===== src/rtl/depth_frame_ring_quantizer_assert.svh =====
// ----------------------------------------------------------------------------
// depth frame ring quantizer assertion macros
// shared property wrappers for the concurrent checks of the block
// ----------------------------------------------------------------------------
`ifndef DEPTH_FRAME_RING_QUANTIZER_ASSERT_SVH
`define DEPTH_FRAME_RING_QUANTIZER_ASSERT_SVH

// check that is switched off while reset is applied
`define DFRQ_ASSERT_RUN(lbl, prop, msg) \
    lbl: assert property (@(posedge clk) disable iff (!rst_n) prop) else $error(msg);

// check that also holds during reset
`define DFRQ_ASSERT_ALWAYS(lbl, prop, msg) \
    lbl: assert property (@(posedge clk) prop) else $error(msg);

`endif


===== src/rtl/dfrq_pkg.sv =====
// ----------------------------------------------------------------------------
// dfrq_pkg
// types, codes and defaults shared by the depth frame ring quantizer
// ----------------------------------------------------------------------------
`default_nettype none

package dfrq_pkg;

    // default sizes of the frame ring
    localparam int FRAMES_DEF     = 20;
    localparam int SIDE_DEF       = 24;
    localparam int DEPTH_BITS_DEF = 12;

    // fixed field widths
    localparam int GAIN_W    = 24;
    localparam int ZP_W      = 8;
    localparam int CFG_W     = 24;
    localparam int FRAC_BITS = 16;

    // depth clamp in millimetres
    localparam int DEPTH_LIMIT = 2550;

    // configuration reset values
    localparam logic [GAIN_W-1:0]        GAIN_RESET = 24'd6554;
    localparam logic signed [ZP_W-1:0]   ZP_RESET   = -8'sd128;

    // item function codes
    typedef enum logic [1:0] {
        FN_WRITE     = 2'd0,
        FN_END_FRAME = 2'd1,
        FN_READ      = 2'd2,
        FN_RESET     = 2'd3
    } func_t;

    // result status codes
    typedef enum logic [1:0] {
        ST_OK        = 2'd0,
        ST_NOT_READY = 2'd1,
        ST_DROPPED   = 2'd2
    } status_t;

    // configuration register indexes
    typedef enum logic [0:0] {
        REG_GAIN = 1'd0,
        REG_ZP   = 1'd1
    } reg_index_t;

    // input transaction
    typedef struct packed {
        func_t       func;
        logic [4:0]  row_sel;
        logic [4:0]  col_sel;
        logic [4:0]  frame_age;
        logic [15:0] depth_mm;
    } in_item_t;

    // result transaction
    typedef struct packed {
        logic signed [7:0] quantized;
        status_t           status;
    } out_item_t;

endpackage

`default_nettype wire


===== src/rtl/dfrq_quant.sv =====
// ----------------------------------------------------------------------------
// dfrq_quant
// adds the zero point to a scaled depth, truncates toward zero, saturates to int8
// ----------------------------------------------------------------------------
`default_nettype none

module dfrq_quant
    import dfrq_pkg::*;
#(
    parameter int DEPTH_BITS = DEPTH_BITS_DEF
)
(
    input  wire logic [DEPTH_BITS+GAIN_W-1:0] product,
    input  wire logic signed [ZP_W-1:0]       zp_value,
    output logic signed [7:0]                 quantized
);

    localparam int PW = DEPTH_BITS + GAIN_W;
    localparam int VW = PW + 2;
    localparam logic signed [VW-1:0] QMIN = VW'(-128);
    localparam logic signed [VW-1:0] QMAX = VW'(127);

    logic signed [VW-1:0] zp_ext;
    logic signed [VW-1:0] value;
    logic signed [VW-1:0] floor_val;
    logic signed [VW-1:0] trunc_val;
    logic                 round_up;

    // zero point moved onto the fraction grid
    assign zp_ext = {{(VW-ZP_W-FRAC_BITS){zp_value[ZP_W-1]}}, zp_value, {FRAC_BITS{1'b0}}};
    assign value  = $signed({2'b00, product}) + zp_ext;

    // floor shift, then step up for negative values with a fraction left
    assign floor_val = value >>> FRAC_BITS;
    assign round_up  = value[VW-1] && (|value[FRAC_BITS-1:0]);
    assign trunc_val = floor_val + $signed({{(VW-1){1'b0}}, round_up});

    // saturate to the int8 range
    always_comb
    begin
        if (trunc_val < QMIN)
        begin
            quantized = -8'sd128;
        end
        else if (trunc_val > QMAX)
        begin
            quantized = 8'sd127;
        end
        else
        begin
            quantized = trunc_val[7:0];
        end
    end

endmodule

`default_nettype wire


===== config.mk =====
export PLATFORM = sky130hd
export DESIGN_NAME = dfrq_quant
export DESIGN_NICKNAME = d
export VERILOG_FILES = /design/src/rtl/depth_frame_ring_quantizer_assert.svh /design/src/rtl/dfrq_pkg.sv /design/src/rtl/dfrq_quant.sv
export SDC_FILE = /design/constraint.sdc
export NUM_CORES = 1
export LEC_CHECK = 0
export BUFFER_PORTS_ARGS = -buffer_cell sky130_fd_sc_hd__buf_2
export CORE_MARGIN = 2
export CORE_UTILIZATION = 47
export DETAILED_ROUTE_END_ITERATION = 10
export PLACE_DENSITY = 0.8
export SLEW_MARGIN = 10
export SYNTH_ARGS = -nofsm -noshare
export SYNTH_HDL_FRONTEND = slang
export SYNTH_SLANG_ARGS = --single-unit

===== constraint.sdc =====
create_clock -name vclk -period 6.78
set_clock_uncertainty 0.15 [all_clocks]
set_input_delay 0 -clock vclk [all_inputs]
set_output_delay 0 -clock vclk [all_outputs]
set_load 0.02 [all_outputs]

# Yosys cells after proc, flatten, opt, wreduce, memory -nomap -nowiden
# Index checks and enable logic that the tools add are counted.
# op_classes
n_addsub	2
n_lt_le_gt_ge	2
n_mux	2
reduce_logical	2
# ops
cell	n
$add A37 B24 Y38	1
$add A22 B2 Y23	1
$gt A23 B8 Y1 const B	1
$lt A23 B8 Y1 const B	1
$mux W8	2
$reduce_or A16 Y1	1
$logic_and A1 B1 Y1	1
# totals
register_bits	0
input_bits	44
out_inout_bits	8
word_cells	8

# Longest topological paths before layout
# Gate-level depths: netlist of the first run.
# logic_depth
word_depth	7
mapped_depth	22
ltp_nobuf	20

# Worst setup path before layout of the first run
# OpenSTA, ideal clock, no wires.
# synth_path
kind	input port to output port
startpoint	input port product[24]
endpoint	output port quantized[0]
arrival_time_ps	4402
required_ps	6630
slack_ps	2228
cell_stages	22
path_buffers	3
path_cell_list	ha_1 buf_2 and3_1 buf_2 a31o_2 a21oi_1 o21ai_1 a21oi_1 xor2_1 a41oi_1 ha_1 ha_1 nand2_1 a211oi_2 nand4_2 or3_1 buf_6 nor4_4 o2111ai_1 a2111oi_4 a21oi_1 a21oi_1
# synth_between
elab_chain_len	6
elab_cells_between_ends	7
# synth_rtl
element	line_no	source
start, declared	dfrq_quant.sv:13	input wire logic [DEPTH_BITS+GAIN_W-1:0] product,
$add A37 B24 Y38 (*)	dfrq_quant.sv:31	assign value = $signed({2'b00, product}) + zp_ext;
$logic_and A1 B1 Y1	dfrq_quant.sv:35	assign round_up = value[VW-1] && (|value[FRAC_BITS-1:0]);
$add A22 B2 Y23 (*)	dfrq_quant.sv:36	assign trunc_val = floor_val + $signed({{(VW-1){1'b0}}, round_up});
$gt A23 B8 Y1	dfrq_quant.sv:45	else if (trunc_val > QMAX)
$mux W8	dfrq_quant.sv:45	
$mux W8 (*)	dfrq_quant.sv:41	if (trunc_val < QMIN)
end, declared	dfrq_quant.sv:15	output logic signed [7:0] quantized
# Mark *: on every way between the ends. The rest lies on a longest branch, timed or not.

# Worst setup path in the final report of the first run
# layout_path
startpoint	input port zp_value[7]
endpoint	output port quantized[4]
# layout_between
elab_chain_len	6
elab_cells_between_ends	7
# layout_rtl
element	line_no	source
start, declared	dfrq_quant.sv:14	input wire logic signed [ZP_W-1:0] zp_value,
$add A37 B24 Y38 (*)	dfrq_quant.sv:31	
$logic_and A1 B1 Y1	dfrq_quant.sv:35	
$add A22 B2 Y23 (*)	dfrq_quant.sv:36	
$gt A23 B8 Y1	dfrq_quant.sv:45	
$mux W8	dfrq_quant.sv:45	
$mux W8 (*)	dfrq_quant.sv:41	
# Marks and branches as above.

==> reports/metrics.csv, run 1 <==
metric,value,unit
final worst path period share,81.0,%
min cycle time layout,5.49,ns
Avg Synthesized Cell Area,7.13,sq um
"Cell Chain, Critical Path","buf_2, ha_1, a21oi_1, o22a_1, a22oi_1, a21oi_1, o21ai_1, a21oi_1, xor2_1, a41oi_1, ha_1, ha_1, nand2_1, a211oi_2, nand4_2, or3_1, or4_1, a32oi_1, nand4_2, a2111oi_0, nor2_1, buf_2",
I/O pin total,52,
sequential cell count of the final layout,0,
Die Y,72.4,microns
Synth top area share,13.1,%
most common library cell in the layout ignoring fill and taps,sky130_fd_sc_hd__buf_2,
DP Wirelength,5.13,mm
portion of total power attributed to sequential cells,0,%
ratio of routed vias to standard cells,6.56,
Hold Buf Count CTS,0,
WP data required,6.63,ns
post-synthesis sequential area ratio,0,%
effective utilization at floorplan,49.7,%
setup-violating endpoint count in the final report,0,
slowest cell on the critical path,sky130_fd_sc_hd__ha_1,
Hold WC Path Type,in2out,
global-route congestion overflow total,0,
sequential cell area,0,sq um
worst-path fanout max,18,
endpoint class of the critical path,output pin,
routed length on met1,2.75,mm
Worst Setup Path Type,in2out,
share of power burned in the clock network,0,%
core region area,4410,sq um
largest net degree at the start of global routing,19,
final count of hold timing violations,0,
pwr/cell area,110,nW/um^2
switching power as a share of total power,63.3,%
row count,24,
net count after synthesis,376,
Detail Route met3 WL,441,microns
fin. max-slew vios,0,
global-route wire length before repair,10.2,mm
Total Routed Length,6.21,mm
IO Port Bufs,52,
switching power,0.171,mW
Horiz. Die Dim,72.4,microns
Worst Tran Pin Value,0.922,ns
met2 wire len,2.96,mm
Relative slew margins,38.1,%
largest area contributor in the synthesized netlist,sky130_fd_sc_hd__ha_1,
unrepaired setup endpoints after global routing,false,
number of diodes added for antenna fixing,0,
post-CTS resize count,0,
remaining antenna violation count after routing,0,
number of vias after detailed routing,2630,
"top library cells by usage in the layout, fill and taps aside","sky130_fd_sc_hd__buf_2 (52), sky130_fd_sc_hd__a21oi_1 (29), sky130_fd_sc_hd__nand2_1 (23), sky130_fd_sc_hd__ha_1 (23), sky130_fd_sc_hd__nor2_1 (18)",
Die Area,5230,sq um
worst path arrival time,5.34,ns
Cells after Synth,308,
area growth from synthesis to layout,11.9,%
dominant cells by area after synthesis,"sky130_fd_sc_hd__ha_1 (13%), sky130_fd_sc_hd__a21oi_1 (6.6%), sky130_fd_sc_hd__xnor2_1 (4.4%), sky130_fd_sc_hd__xor2_1 (4.4%), sky130_fd_sc_hd__nand2_1 (3.9%)",
aggregate global-route resource usage,22.9,%
"Net count, final",419,
placer congestion estimate,0.908,
worst hold-check slack,0.517,ns
wire length per cell after detailed routing,15.5,microns
# DRC,0,
Post-CTS Setup Inserts,0,
count of routing violations after the opening detailed-route iteration,195,
count of synthesis-stage warnings from yosys,0,
Max rail drop VDD,49.2,uV
Post-Synthesis Cell Area,2200,sq um
fraction of layout cells with a size suffix above 1,21.2,%
max incr delay on CP,0.54,ns
Highest Clock Rate,182,MHz
leakage power figure,1.02,nW
internal power,0.0994,mW
number of global-route vias before repair,2292,
final-layout setup total negative slack,0,ns
clock buffers,0,
outcome,finished clean,
Comb power frac,100.0,%
post-synthesis cell type count,74,
max-cap violations,0,
first-pass iteration count of the detailed router,5,
number of antenna violations at the first check in global routing,0,
Setup crit start kind,primary input,
Max Used Layer,met4,
## area by class of cell
type / instances / area, sq um
multi-input cells: 286 / 2090
repair buffers: 52 / 260
well taps: 52 / 65.1
fillers: 428 / 1960
inverters: 11 / 41.3
## worst max-delay path, delay by kind of cell
family | cells | cell delay [ns]
compound gates | 10 | 2.24
fa+ha+maj | 3 | 0.95
xor+xnor | 1 | 0.18
simple gates | 6 | 1.57
buf+inv | 2 | 0.39
## kinds of logic after synthesis
| family | count (synthesis) | synth area share (%) |
|---|---|---|
| fa+ha+maj | 24 | 14.0 |
| simple gates | 127 | 33.2 |
| compound gates | 111 | 38.0 |
| xor+xnor | 23 | 9.52 |
| buf+inv | 22 | 4.84 |
| mux | 1 | 0.456 |
## power groups by stage
stage	registers [mW]	logic (mW)	clock network (mW)
after floorplan	0	0.203	0
after global placement	0	0.262	0
after detailed placement	0	0.265	0
after CTS	0	0.266	0
after global routing	0	0.296	0
final	0	0.271	0
## through the flow
stage	setup slack [ns]	power (mW)	util, %	instances	instance area [sq um]
after CTS	1.28	0.266	55.6	401	2460
final	1.29	0.271	55.6	401	2460
after global placement	1.53	0.262	55.6	401	2460
after floorplan	2.23	0.203	-	308	2200
after detailed placement	1.31	0.265	55.6	401	2460
after global routing	0.883	0.296	55.6	401	2460
## synth_stat cells (all sizes together), types with 5 or more instances
| cell | count |
|---|---|
| a21oi | 31 |
| ha | 23 |
| nand2 | 23 |
| nor2 | 19 |
| o21ai | 17 |
| nand3 | 13 |
| nor3 | 12 |
| xor2 | 12 |
| inv | 11 |
| xnor2 | 11 |
| and3 | 10 |
| nand4 | 10 |
| nor4 | 10 |
| buf | 9 |
| a2111oi | 8 |
| nand2b | 5 |
## path summary, 6_finish.rpt
check	start	slack [ns]	cells past startpoint	to
setup / recovery	zp_value[7]	1.29	22	quantized[4]
hold / removal	zp_value[0]	0.52	6	quantized[0]
## metal layers
layer	vias up	track usage, %
met5	-	0
met3	8	0.556
met1	1189	31.1
met4	0	2.31
met2	123	41.7
li1	1310	-
(Power assumes the default switching activity.)
==> inputs of run 2 (changes only) <==
- clock period: 6.78 -> 5.3 ns (I/O delays scaled with it)
==> reports/metrics.csv, run 2 (synthesis gave the netlist of run 1 again) <==
metric,value,unit
met1 GRT Util,32.2,%
Die Y,72.4,microns
max-cap violations,0,
leakage power figure,1.11,nW
outcome,finished clean,
most common library cell in the layout ignoring fill and taps,sky130_fd_sc_hd__buf_2,
endpoint of the worst hold-timing path,quantized[0],
number of cells on the worst hold path,6,
worst-path fanout max,8,
Setup crit start kind,primary input,
largest net degree at the start of global routing,12,
first-pass iteration count of the detailed router,7,
Horiz. Die Dim,72.4,microns
pre-CTS setup slack,-0.0471,ns
Relative slew margins,30.5,%
sequential cell area,0,sq um
clock buffers,0,
wire length per cell after detailed routing,16.1,microns
DP Wirelength,5.48,mm
area growth from synthesis to layout,26.7,%
Worst Tran Pin Value,1.04,ns
# DRC,0,
global-route wire length before repair,10.9,mm
fraction of layout cells with a size suffix above 1,31.3,%
remaining antenna violation count after routing,0,
endpoint class of the critical path,output pin,
min cycle time layout,5.13,ns
number of filler instances in the final layout,414,
worst hold-check slack,0.515,ns
final design instance area without fill,2780,sq um
Highest Clock Rate,195,MHz
I/O pin total,52,
sequential cell count of the final layout,0,
"Net count, final",437,
met3 track utilization from global routing,1.67,%
pwr/cell area,139,nW/um^2
Die Area,5230,sq um
met2 routing resource usage after global routing,44.3,%
final count of hold timing violations,0,
number of antenna violations at the first check in global routing,0,
post-layout worst setup margin,0.172,ns
placer congestion estimate,0.979,
number of vias after detailed routing,2786,
effective utilization at floorplan,49.7,%
most crowded layer after global routing,met2,
dpl cell area,2570,sq um
final worst path period share,96.7,%
global-route congestion overflow total,0,
Hold Buf Count CTS,0,
row count,24,
aggregate global-route resource usage,24.6,%
setup-violating endpoint count in the final report,0,
count of routing violations after the opening detailed-route iteration,210,
core region area,4410,sq um
area occupied by multi-input gates,2270,sq um
worst path arrival time,4.98,ns
Hold WC Path Type,in2out,
ratio of routed vias to standard cells,6.65,
HP Start,zp_value[0],
Max rail drop VDD,76.2,uV
Worst Setup Path Type,in2out,
IO Port Bufs,52,
fin. max-slew vios,0,
"top library cells by usage in the layout, fill and taps aside","sky130_fd_sc_hd__buf_2 (51), sky130_fd_sc_hd__a21oi_1 (25), sky130_fd_sc_hd__nand2_1 (23)",
WP data required,5.15,ns
number of diodes added for antenna fixing,0,
number of global-route vias before repair,2433,
Total Routed Length,6.76,mm
## run 2: metal layers
layer,up-vias,routed length [microns]
met5,-,0
met4,0,138
met3,21,451
met2,127,3310
met1,1291,2850
li1,1347,-
## run 2: layout make-up
| class | instances | share of cell area, % |
|---|---|---|
| timing repair buffer | 70 | 14.4 |
| multi-input combinational | 286 | 81.7 |
| tap | 52 | 2.34 |
| inverter | 11 | 1.48 |
## run 2: report_power, final
group | leakage [nW] | switching, mW | internal, mW
clock network | 0 | 0 | 0
registers | 0 | 0 | 0
logic | 1.11 | 0.243 | 0.145
total | 1.11 | 0.243 | 0.145
## run 2: critical path: stages
cell	delay (ns)
sky130_fd_sc_hd__clkbuf_4	0.18
sky130_fd_sc_hd__ha_2	0.33
sky130_fd_sc_hd__buf_4	0.17
sky130_fd_sc_hd__and3_1	0.18
sky130_fd_sc_hd__a31o_2	0.30
sky130_fd_sc_hd__a21oi_2	0.17
sky130_fd_sc_hd__o21ai_1	0.11
sky130_fd_sc_hd__a21oi_2	0.19
sky130_fd_sc_hd__xor2_2	0.11
sky130_fd_sc_hd__a41oi_2	0.21
sky130_fd_sc_hd__ha_2	0.22
sky130_fd_sc_hd__ha_2	0.20
sky130_fd_sc_hd__nand2_1	0.09
sky130_fd_sc_hd__a211oi_2	0.23
sky130_fd_sc_hd__nand4_2	0.15
sky130_fd_sc_hd__or3_4	0.45
sky130_fd_sc_hd__or4_1	0.54
sky130_fd_sc_hd__a32oi_2	0.29
sky130_fd_sc_hd__nand4_4	0.24
sky130_fd_sc_hd__a211oi_2	0.33
sky130_fd_sc_hd__a21oi_1	0.10
sky130_fd_sc_hd__buf_2	0.16
## run 2: per-stage QoR
step	total power [mW]	util, %	TNS (ns)	instances
2_1_floorplan	0.259	-	0	308
3_3_place_gp	0.348	58.2	0	416
3_5_place_dp	0.354	58.2	-0.0682	416
4_1_cts	0.356	58.4	0	416
5_1_grt	0.423	63.0	-0.131	419
6_report	0.388	63.0	0	419
## run 2: what timing repair did
action                     in CTS  in global routing
setup buffers                   0                  3
pin swaps                       0                 12
hold endpoints to repair        0                  0
resized for setup               3                 37
setup endpoints to repair       4                  7
## run 2: how the worst max path moves through the flow
stage	startpoint	end	slack (ns)	cells after the start
after global placement	product[22]	quantized[5]	0.18	22
final	zp_value[7]	quantized[1]	0.17	22
after floorplan	product[24]	quantized[0]	0.75	22
after global routing	zp_value[7]	quantized[1]	-0.07	22
after CTS	product[22]	quantized[3]	0.06	22
after detailed placement	product[22]	quantized[3]	-0.05	22
==> inputs of run 3 (changes only) <==
- PLACE_DENSITY: 0.8 -> 0.83
- clock period: 5.3 -> 4.7 ns (I/O delays scaled with it)
==> reports/metrics.csv, run 3 (synthesis gave the netlist of run 1 again) <==
metric,value,unit
min cycle time layout,4.80,ns
max-cap violations,0,
number of diodes added for antenna fixing,0,
Relative slew margins,58.3,%
final worst path period share,102,%
setup-violating endpoint count in the final report,4,
"top library cells by usage in the layout, fill and taps aside","sky130_fd_sc_hd__buf_4 (57), sky130_fd_sc_hd__buf_2 (42), sky130_fd_sc_hd__a21oi_1 (23)",
Comb power frac,100.0,%
DP Wirelength,5.61,mm
Highest Clock Rate,208,MHz
number of antenna violations at the first check in global routing,0,
number of global-route vias before repair,2690,
row count,24,
Worst Setup Path Type,in2out,
leakage power figure,1.36,nW
fin. max-slew vios,0,
endpoint class of the critical path,output pin,
# DRC,0,
number of standard cells in the final layout excluding fillers,457,
IO Port Bufs,52,
switching power,0.316,mW
aggregate global-route resource usage,27.4,%
Worst Tran Pin Value,0.620,ns
switching power as a share of total power,59.0,%
worst path arrival time,4.65,ns
final design instance area without fill,3390,sq um
post-layout worst setup margin,-0.102,ns
Total Routed Length,8.06,mm
I/O pin total,52,
wire length per cell after detailed routing,17.6,microns
placer congestion estimate,0.966,
Max rail drop VDD,88.1,uV
Die Y,72.4,microns
unrepaired setup endpoints after global routing,true,
area occupied by multi-input gates,2530,sq um
endpoint of the worst hold-timing path,quantized[0],
violated checks,setup timing,
most common library cell in the layout ignoring fill and taps,sky130_fd_sc_hd__buf_4,
Horiz. Die Dim,72.4,microns
pwr/cell area,158,nW/um^2
core region area,4410,sq um
number of cells on the worst hold path,6,
sequential cell area,0,sq um
portion of total power attributed to sequential cells,0,%
number of instances in the placed design,446,
count of routing violations after the opening detailed-route iteration,264,
sequential cell count of the final layout,0,
global-route wire length before repair,12.1,mm
"Net count, final",475,
remaining antenna violation count after routing,0,
Setup crit start kind,primary input,
fraction of layout cells with a size suffix above 1,42.0,%
area growth from synthesis to layout,54.5,%
number of filler instances in the final layout,295,
internal power,0.220,mW
number of vias after detailed routing,3069,
Hold Buf Count CTS,0,
share of power burned in the clock network,0,%
final count of hold timing violations,0,
first-pass iteration count of the detailed router,5,
dpl cell area,2790,sq um
ratio of routed vias to standard cells,6.72,
WP data required,4.55,ns
largest net degree at the start of global routing,12,
effective utilization at floorplan,49.7,%
global-route congestion overflow total,0,
clock buffers,0,
outcome,"finished, violations left",
worst-path fanout max,4,
Die Area,5230,sq um
Hold WC Path Type,in2out,
HP Start,zp_value[0],
==> run 3: repair_timing <==
item / 4_1_cts / 5_1_grt
gates cloned: 0 / 0
buffers inserted: 5 / 6
pin swaps: 17 / 32
gates resized for setup: 44 / 42
setup endpoints to repair: 7 / 7
==> run 3: layout make-up <==
class | count | area share, %
Multi-Input combinational cell | 286 | 74.6
Tap cell | 52 | 1.92
Inverter | 11 | 1.22
Timing Repair Buffer | 108 | 22.3
==> run 3: power groups by stage <==
stage               clock network (mW)  registers (mW)  logic (mW)
finish                               0               0       0.536
global route                         0               0       0.575
CTS                                  0               0       0.470
detailed placement                   0               0       0.431
global placement                     0               0       0.426
floorplan                            0               0       0.292
==> run 3: worst max-delay path, cell delays in order <==
cell,delay [ns]
sky130_fd_sc_hd__buf_2,0.12
sky130_fd_sc_hd__ha_4,0.21
sky130_fd_sc_hd__o211ai_1,0.29
sky130_fd_sc_hd__o21ai_2,0.12
sky130_fd_sc_hd__a31o_4,0.26
sky130_fd_sc_hd__a21oi_4,0.15
sky130_fd_sc_hd__o21ai_2,0.08
sky130_fd_sc_hd__a21oi_2,0.19
sky130_fd_sc_hd__xor2_2,0.10
sky130_fd_sc_hd__a41oi_2,0.21
sky130_fd_sc_hd__ha_2,0.26
sky130_fd_sc_hd__ha_4,0.16
sky130_fd_sc_hd__nand2_4,0.06
sky130_fd_sc_hd__a211oi_4,0.24
sky130_fd_sc_hd__nand4_2,0.13
sky130_fd_sc_hd__or3_4,0.38
sky130_fd_sc_hd__or4_4,0.52
sky130_fd_sc_hd__a32oi_4,0.27
sky130_fd_sc_hd__nand4_4,0.17
sky130_fd_sc_hd__buf_6,0.18
sky130_fd_sc_hd__a2111oi_4,0.32
sky130_fd_sc_hd__nor2_1,0.07
sky130_fd_sc_hd__buf_4,0.16
==> run 3: metal layers <==
metal | part of all wire, % | GRT usage [%] | vias up
met5 | 0 | 0 | -
met4 | 1.7 | 5.45 | 0
met3 | 7.0 | 1.53 | 20
met2 | 52 | 50.2 | 177
met1 | 39 | 35.4 | 1446
li1 | - | - | 1426
==> run 3: worst max path at each step <==
| stage | slack [ns] | start | endpoint | cells past startpoint |
|---|---|---|---|---|
| after floorplan | 0.15 | product[24] | quantized[0] | 22 |
| after global placement | -0.1 | zp_value[7] | quantized[2] | 22 |
| after detailed placement | -0.37 | zp_value[7] | quantized[3] | 22 |
| after CTS | 0.0004 | product[17] | quantized[4] | 23 |
| after global routing | -0.27 | product[18] | quantized[4] | 23 |
| final | -0.10 | product[18] | quantized[4] | 23 |
==> run 3: stage by stage <==
stage	hold slack (ns)	total power, mW	util [%]	worst slack, ns	TNS, ns
global placement	0.504	0.426	63.3	-0.0986	-0.591
CTS	0.542	0.470	69.6	0.000369	0
detailed placement	0.505	0.431	63.3	-0.371	-2.39
global route	0.557	0.575	76.8	-0.271	-1.30
finish	0.537	0.536	76.8	-0.102	-0.345
floorplan	0.331	0.292	-	0.148	0
